**src/hdl/ilha_pkg.sv**
```systemverilog
// Shared types and constants for the implicit-list heap allocator.
// Used by ilha_ctrl, ilha_dpath and the top level; depends on nothing.
`default_nettype none
package ilha_pkg;

  localparam int ADDR_W = 36;   // byte address math, wide enough for damaged tags
  localparam int DATA_W = 32;
  localparam int OFF_W  = 16;
  localparam int REQ_W  = 16;
  localparam int ASZ_W  = 17;
  localparam int EXT_W  = 17;
  localparam int GSZ_W  = 18;
  localparam int STAT_W = 2;

  localparam logic [EXT_W-1:0]  EXTEND_RESET = 17'd4096;
  localparam logic [EXT_W-1:0]  INIT_CHUNK   = 17'd4096;
  localparam logic [ADDR_W-1:0] FIRST_BLOCK  = 36'd8;
  localparam logic [ADDR_W-1:0] WSIZE        = 36'd4;
  localparam logic [ADDR_W-1:0] DSIZE        = 36'd8;
  localparam logic [ADDR_W-1:0] BREAK_INIT   = 36'd16;
  localparam logic [DATA_W-1:0] MIN_BLOCK    = 32'd16;
  localparam logic [DATA_W-1:0] PROLOGUE_TAG = 32'h9;
  localparam logic [DATA_W-1:0] EPILOGUE_TAG = 32'h1;
  localparam logic [ADDR_W-1:0] PRO_HDR_ADDR = 36'd4;
  localparam logic [ADDR_W-1:0] PRO_FTR_ADDR = 36'd8;
  localparam logic [ADDR_W-1:0] EPI_ADDR     = 36'd12;

  localparam logic [STAT_W-1:0] ST_OK   = 2'd0;
  localparam logic [STAT_W-1:0] ST_ZERO = 2'd1;
  localparam logic [STAT_W-1:0] ST_OOM  = 2'd2;

  typedef enum logic [47:0] {
    S_CLR   = 48'd1 << 0,  S_INIT1 = 48'd1 << 1,  S_INIT2 = 48'd1 << 2,
    S_INIT3 = 48'd1 << 3,  S_IDLE  = 48'd1 << 4,  S_DISP  = 48'd1 << 5,
    S_ZERO  = 48'd1 << 6,  S_F0    = 48'd1 << 7,  S_F1    = 48'd1 << 8,
    S_F2    = 48'd1 << 9,  S_F3    = 48'd1 << 10, S_FF0   = 48'd1 << 11,
    S_FF1   = 48'd1 << 12, S_NF    = 48'd1 << 13, S_GROW0 = 48'd1 << 14,
    S_G1    = 48'd1 << 15, S_G2    = 48'd1 << 16, S_G3    = 48'd1 << 17,
    S_G4    = 48'd1 << 18, S_OOM   = 48'd1 << 19, S_MG0   = 48'd1 << 20,
    S_MG1   = 48'd1 << 21, S_MG2   = 48'd1 << 22, S_MG3   = 48'd1 << 23,
    S_MG4   = 48'd1 << 24, S_MG5   = 48'd1 << 25, S_MA1   = 48'd1 << 26,
    S_MA2   = 48'd1 << 27, S_MB1   = 48'd1 << 28, S_MB2   = 48'd1 << 29,
    S_MB3   = 48'd1 << 30, S_MB4   = 48'd1 << 31, S_MC0   = 48'd1 << 32,
    S_MC1   = 48'd1 << 33, S_MC2   = 48'd1 << 34, S_MC3   = 48'd1 << 35,
    S_MC4   = 48'd1 << 36, S_CV0   = 48'd1 << 37, S_CV1   = 48'd1 << 38,
    S_CS1   = 48'd1 << 39, S_CS2   = 48'd1 << 40, S_CS3   = 48'd1 << 41,
    S_CS4   = 48'd1 << 42, S_CS5   = 48'd1 << 43, S_CS6   = 48'd1 << 44,
    S_CN1   = 48'd1 << 45, S_CN2   = 48'd1 << 46, S_RESP  = 48'd1 << 47
  } state_t;

  typedef struct packed {
    state_t op;
    logic   take;
    logic   out_load;
  } ctl_cmd_t;

  typedef struct packed {
    logic is_free;
    logic req_zero;
    logic past;
    logic szero;
    logic fit;
    logic pa;
    logic na;
    logic split;
    logic oom;
    logic clr_last;
  } dp_status_t;

endpackage
`default_nettype wire

```
**src/hdl/ilha_ctrl.sv**
```systemverilog
// Allocator sequencer: one-hot state machine issuing one datapath op per cycle.
// Depends on ilha_pkg.
`default_nettype none
module ilha_ctrl (
  input  wire logic                 clk,
  input  wire logic                 rst,
  input  wire logic                 in_valid,
  output logic                      in_stall,
  output logic                      out_valid,
  input  wire logic                 out_stall,
  input  wire ilha_pkg::dp_status_t st,
  output ilha_pkg::ctl_cmd_t        cmd
);

  ilha_pkg::state_t state, state_next, ret_st;
  logic call_grow, call_grow_next, init, out_free;

  assign out_free = !out_valid || !out_stall;
  assign in_stall = (state != ilha_pkg::S_IDLE);

  // where a merge returns: free -> respond, grow -> carve (or idle after reset build)
  assign ret_st = call_grow ? (init ? ilha_pkg::S_IDLE : ilha_pkg::S_CV0) : ilha_pkg::S_RESP;

  always_comb begin
    cmd.op       = state;
    cmd.take     = (state == ilha_pkg::S_IDLE) && in_valid;
    cmd.out_load = (state == ilha_pkg::S_RESP) && out_free;
  end

  always_comb begin
    state_next     = state;
    call_grow_next = call_grow;
    unique case (state)
      ilha_pkg::S_CLR:   if (st.clr_last) state_next = ilha_pkg::S_INIT1;
      ilha_pkg::S_INIT1: state_next = ilha_pkg::S_INIT2;
      ilha_pkg::S_INIT2: state_next = ilha_pkg::S_INIT3;
      ilha_pkg::S_INIT3: state_next = ilha_pkg::S_GROW0;
      ilha_pkg::S_IDLE:  if (in_valid) state_next = ilha_pkg::S_DISP;
      ilha_pkg::S_DISP: begin
        if (st.is_free) state_next = ilha_pkg::S_F0;
        else if (st.req_zero) state_next = ilha_pkg::S_ZERO;
        else state_next = ilha_pkg::S_FF0;
      end
      ilha_pkg::S_ZERO:  state_next = ilha_pkg::S_RESP;
      ilha_pkg::S_F0:    state_next = ilha_pkg::S_F1;
      ilha_pkg::S_F1:    state_next = ilha_pkg::S_F2;
      ilha_pkg::S_F2:    state_next = ilha_pkg::S_F3;
      ilha_pkg::S_F3: begin
        state_next = ilha_pkg::S_MG0; call_grow_next = 1'b0;
      end
      ilha_pkg::S_FF0:   state_next = st.past ? ilha_pkg::S_NF : ilha_pkg::S_FF1;
      ilha_pkg::S_FF1: begin
        if (st.szero) state_next = ilha_pkg::S_NF;
        else if (st.fit) state_next = ilha_pkg::S_CV0;
        else state_next = ilha_pkg::S_FF0;
      end
      ilha_pkg::S_NF:    state_next = ilha_pkg::S_GROW0;
      ilha_pkg::S_GROW0: begin
        if (st.oom) state_next = init ? ilha_pkg::S_IDLE : ilha_pkg::S_OOM;
        else state_next = ilha_pkg::S_G1;
      end
      ilha_pkg::S_G1:    state_next = ilha_pkg::S_G2;
      ilha_pkg::S_G2:    state_next = ilha_pkg::S_G3;
      ilha_pkg::S_G3:    state_next = ilha_pkg::S_G4;
      ilha_pkg::S_G4: begin
        state_next = ilha_pkg::S_MG0; call_grow_next = 1'b1;
      end
      ilha_pkg::S_OOM:   state_next = ilha_pkg::S_RESP;
      ilha_pkg::S_MG0:   state_next = ilha_pkg::S_MG1;
      ilha_pkg::S_MG1:   state_next = ilha_pkg::S_MG2;
      ilha_pkg::S_MG2:   state_next = ilha_pkg::S_MG3;
      ilha_pkg::S_MG3:   state_next = ilha_pkg::S_MG4;
      ilha_pkg::S_MG4:   state_next = ilha_pkg::S_MG5;
      ilha_pkg::S_MG5: begin
        if (st.pa && st.na) state_next = ret_st;
        else if (st.pa) state_next = ilha_pkg::S_MA1;
        else if (st.na) state_next = ilha_pkg::S_MB1;
        else state_next = ilha_pkg::S_MC0;
      end
      ilha_pkg::S_MA1:   state_next = ilha_pkg::S_MA2;
      ilha_pkg::S_MA2:   state_next = ret_st;
      ilha_pkg::S_MB1:   state_next = ilha_pkg::S_MB2;
      ilha_pkg::S_MB2:   state_next = ilha_pkg::S_MB3;
      ilha_pkg::S_MB3:   state_next = ilha_pkg::S_MB4;
      ilha_pkg::S_MB4:   state_next = ret_st;
      ilha_pkg::S_MC0:   state_next = ilha_pkg::S_MC1;
      ilha_pkg::S_MC1:   state_next = ilha_pkg::S_MC2;
      ilha_pkg::S_MC2:   state_next = ilha_pkg::S_MC3;
      ilha_pkg::S_MC3:   state_next = ilha_pkg::S_MC4;
      ilha_pkg::S_MC4:   state_next = ilha_pkg::S_MB3;
      ilha_pkg::S_CV0:   state_next = ilha_pkg::S_CV1;
      ilha_pkg::S_CV1:   state_next = st.split ? ilha_pkg::S_CS1 : ilha_pkg::S_CN1;
      ilha_pkg::S_CS1:   state_next = ilha_pkg::S_CS2;
      ilha_pkg::S_CS2:   state_next = ilha_pkg::S_CS3;
      ilha_pkg::S_CS3:   state_next = ilha_pkg::S_CS4;
      ilha_pkg::S_CS4:   state_next = ilha_pkg::S_CS5;
      ilha_pkg::S_CS5:   state_next = ilha_pkg::S_CS6;
      ilha_pkg::S_CS6:   state_next = ilha_pkg::S_RESP;
      ilha_pkg::S_CN1:   state_next = ilha_pkg::S_CN2;
      ilha_pkg::S_CN2:   state_next = ilha_pkg::S_RESP;
      ilha_pkg::S_RESP:  if (out_free) state_next = ilha_pkg::S_IDLE;
      default:           state_next = ilha_pkg::S_IDLE;
    endcase
  end

  always_ff @(posedge clk) begin
    if (rst) begin
      state     <= ilha_pkg::S_CLR;
      call_grow <= 1'b0;
      init      <= 1'b1;
      out_valid <= 1'b0;
    end else begin
      state     <= state_next;
      call_grow <= call_grow_next;
      if (state == ilha_pkg::S_IDLE) begin
        init <= 1'b0;
      end
      if (cmd.out_load) begin
        out_valid <= 1'b1;
      end else if (!out_stall) begin
        out_valid <= 1'b0;
      end
    end
  end

endmodule
`default_nettype wire

```
**config.mk**
```make
export PLATFORM = sky130hd
export DESIGN_NAME = ilha_ctrl
export DESIGN_NICKNAME = d
export VERILOG_FILES = /design/src/hdl/ilha_pkg.sv /design/src/hdl/ilha_ctrl.sv
export SDC_FILE = /design/constraint.sdc
export NUM_CORES = 1
export LEC_CHECK = 0
export BUFFER_PORTS_ARGS = -buffer_cell sky130_fd_sc_hd__buf_2
export CORE_AREA = 3 3 98 100
export CTS_CLUSTER_SIZE = 20
export DETAILED_ROUTE_END_ITERATION = 10
export DIE_AREA = 0 0 101 103
export MAX_ROUTING_LAYER = met4
export PLACE_DENSITY = 0.52
export REMOVE_ABC_BUFFERS = 1
export SETUP_SLACK_MARGIN = 0.3
export SYNTH_ARGS = -nofsm -noshare
export SYNTH_HDL_FRONTEND = slang
export SYNTH_SLANG_ARGS = --single-unit
```
**constraint.sdc**
```tcl
create_clock -name clk -period 5.25 [get_ports clk]
set_input_delay 0.2625 -clock clk [delete_from_list [all_inputs] [get_ports clk]]
set_output_delay 0.2625 -clock clk [all_outputs]
set_load 0.01 [all_outputs]
```
==> qor.csv <==
metric;value;unit
status;complete, no violations;
starting density of the core;30.1;%
Detailed Route WL;7600;um
Max Slew Vio Count;0;
TritonCTS Sinks;51;
skew final;0.0140;ns
Global Route Usage Sum;15.2;%
Seq cells post-synth;51;
Setup TNS;0;ns
Min-Delay Startpoint;st[7];
RR Startpoint;state[43]$_SDFFE_PP0P_;
placer congestion estimate;0.846;
Worst-Skew Late Latency;0.31;ns
CTS tree;yes;
yosys warns;0;
Avg WL per Cell;15.5;um
synth cell count leaders;dfxtp_1, nor2_1, nor4_1, nand2_1;
asr flop ratio synth;0;%
Diodes inserted;0;
headroom to the max-slew limit;43.1;%
# IOs;66;
DRC Markers;0;
Setup violations, final;0;
Worst-Margin Slew;0.846;ns
crit end category;primary output;
crit path max-delay cell type;or4_1;
Worst-path clk slew;0.10;ns
CP required;4.99;ns
mapped cell area;0.00264;mm2
Most used DFF post-synth;dfxtp_1;
final-layout fill cell count;932;
Worst EP arrival;3.10;ns
post-synth cell types;49;
Highest Clock Rate;297;MHz
critical path class;reg2out;
antenna violations before repair;0;
Leak;1.32;nW
final non-filler cell total;491;
Final Critical Period;3.36;ns
H-tree depth;2;
number of synthesized flops with an enable pin;0;
Num CTS Buffers;5;
most common cell in the synthesized netlist;dfxtp_1;
num rows;34;
final HPWL from detailed placement;5810;um
vias in the first global route;2427;
CP max FO;8;
Via density;5.51;
nature of the critical path startpoint;flop;
PD cells;259;mW/mm2
starting DRC count in detailed routing;196;
Seq/Total Area, Yosys;38.7;%
cell taking the most area after synthesis;dfxtp_1;
RSZ-0062 raised after global routing;false;
post-CTS resize count;0;
largest net degree at the start of global routing;17;
Max VDD drop;0.0873;mV
I/O Buffers;65;
nets@finish;398;
Post-CTS Hold Buffers;0;
synth-to-layout area growth;19.2;%
Setup Buffers After CTS;0;
Crit path max-delay family;simple AND/OR/NAND/NOR gates;
Tcrit/Tclk final;64.1;%
Core Region;0.00876;mm2
ranking of synthesized cells by area;dfxtp_1, nor4_1, nor2_1;
CP Cell Sequence;or4_1, or4_4, nor4_1, nand3_1, a21oi_1, buf_2;
clock buffer depth;2;
Worst Setup SP;state[8]$_SDFFE_PP0P_;
area of the multi-input gates;0.00155;mm2
die width;101;um
peak per-stage delay on the critical path;0.71;ns
Mapped Avg Cell Area;8.30;um2
share of cells above drive strength 1;22.7;%
die area;0.0104;mm2
Inst Count DP;485;
worst min-delay path class;in2reg;
drt pass-1 iters;4;
routed vias;2706;
chip height;103;um
GRT overflow;0;
Clock Root Buffer;clkbuf_8;
Yosys top cell area share;38.7;%
Final Hold Vio Count;0;
Routed Antenna Nets;0;
Seq. cell area;0.00102;mm2
first-pass GRT wire length;12300;um
Mapped Cells;318;
# Max-Cap Violations;0;
crit path buf inv count;1;
logic make-up (layout without fill, tap and decap cells):
group / Yosys count / count (layout) / synth area share (%)
simple gates: 207 / 207 / 46.4
flops: 51 / 51 / 38.7
compound gates: 32 / 32 / 8.67
buf+inv: 17 / 82 / 2.51
xor+xnor: 10 / 10 / 3.32
fa+ha+maj: 1 / 1 / 0.379
placed cells by master (no fill, tap or decap), types with 2 or more instances in the layout:
| master | count |
|---|---|
| nor3_2 | 3 |
| a211o_1 | 2 |
| inv_1 | 11 |
| nand3_2 | 2 |
| nor3_1 | 16 |
| nand4_1 | 13 |
| nor3b_1 | 3 |
| a311oi_1 | 4 |
| nand3_1 | 9 |
| or4b_2 | 5 |
| nand2_1 | 25 |
| nor4_1 | 34 |
| a21oi_1 | 5 |
| xor2_1 | 4 |
| nor2_1 | 38 |
| nor4b_1 | 10 |
| xnor2_1 | 6 |
| or4_4 | 2 |
| or4_1 | 7 |
| a31oi_1 | 3 |
| clkbuf_8 | 5 |
| or3_1 | 7 |
| and2_1 | 3 |
| dfxtp_1 | 51 |
| o21ai_0 | 8 |
| nand2b_1 | 16 |
| buf_2 | 65 |
| nand4b_1 | 4 |
worst reg2reg max path: cells and delay by family, from the launching register on:
kind	cells	cell delay (ns)
flip-flops	1	0.37
AND/OR/NAND/NOR	6	2.34
AO/OA/AOI/OAI	1	0.09
final timing paths:
kind | to | cells past startpoint | slack, ns
max | cmd[0] | 6 | 1.89
min | state[12]$_SDFFE_PP0P_ | 2 | 0.11
min reg2reg | state[19]$_SDFFE_PP0P_ | 1 | 0.49
max reg2reg | state[4]$_SDFFE_PP0P_ | 7 | 2.34
per-stage QoR:
stage / worst slack [ns] / power [mW] / utilization (%) / hold slack (ns) / area, um2
after floorplan: 2.64 / 0.548 / - / 0.331 / 2620
after global placement: 2.30 / 0.604 / 35.1 / 0.446 / 3080
after detailed placement: 2.25 / 0.605 / 35.1 / 0.450 / 3080
after CTS: 1.88 / 0.823 / 35.9 / 0.116 / 3150
after global routing: 1.67 / 0.862 / 35.9 / 0.120 / 3150
final: 1.89 / 0.816 / 35.9 / 0.115 / 3150
per-layer routing:
metal	wire length [um]	global-route usage, %	vias to the layer above	share of wire (%)
met5	0	-	-	0
met4	102	4.91	0	1.3
met3	392	2.71	11	5.2
met2	3310	21.9	74	44
met1	3790	21.5	1278	50
li1	-	-	1343	-
area by class of cell:
class | instances | area share (%)
inverters | 11 | 1.31
multi-input cells | 250 | 49.3
well taps | 108 | 4.29
repair buffers | 65 | 10.3
clock buffers | 6 | 2.31
flip-flops and latches | 51 | 32.4
sequential cells by signal, indices dropped and copies added (netlist names):
register / flops
state: 48
call_grow: 1
init: 1
out_valid: 1
report_power, final:
part | internal (mW) | total, mW | switching [mW]
registers | 0.397 | 0.413 | 0.0163
logic | 0.0691 | 0.185 | 0.116
clock network | 0.0894 | 0.218 | 0.129
Note: power is estimated with default switching activity, not from simulation.
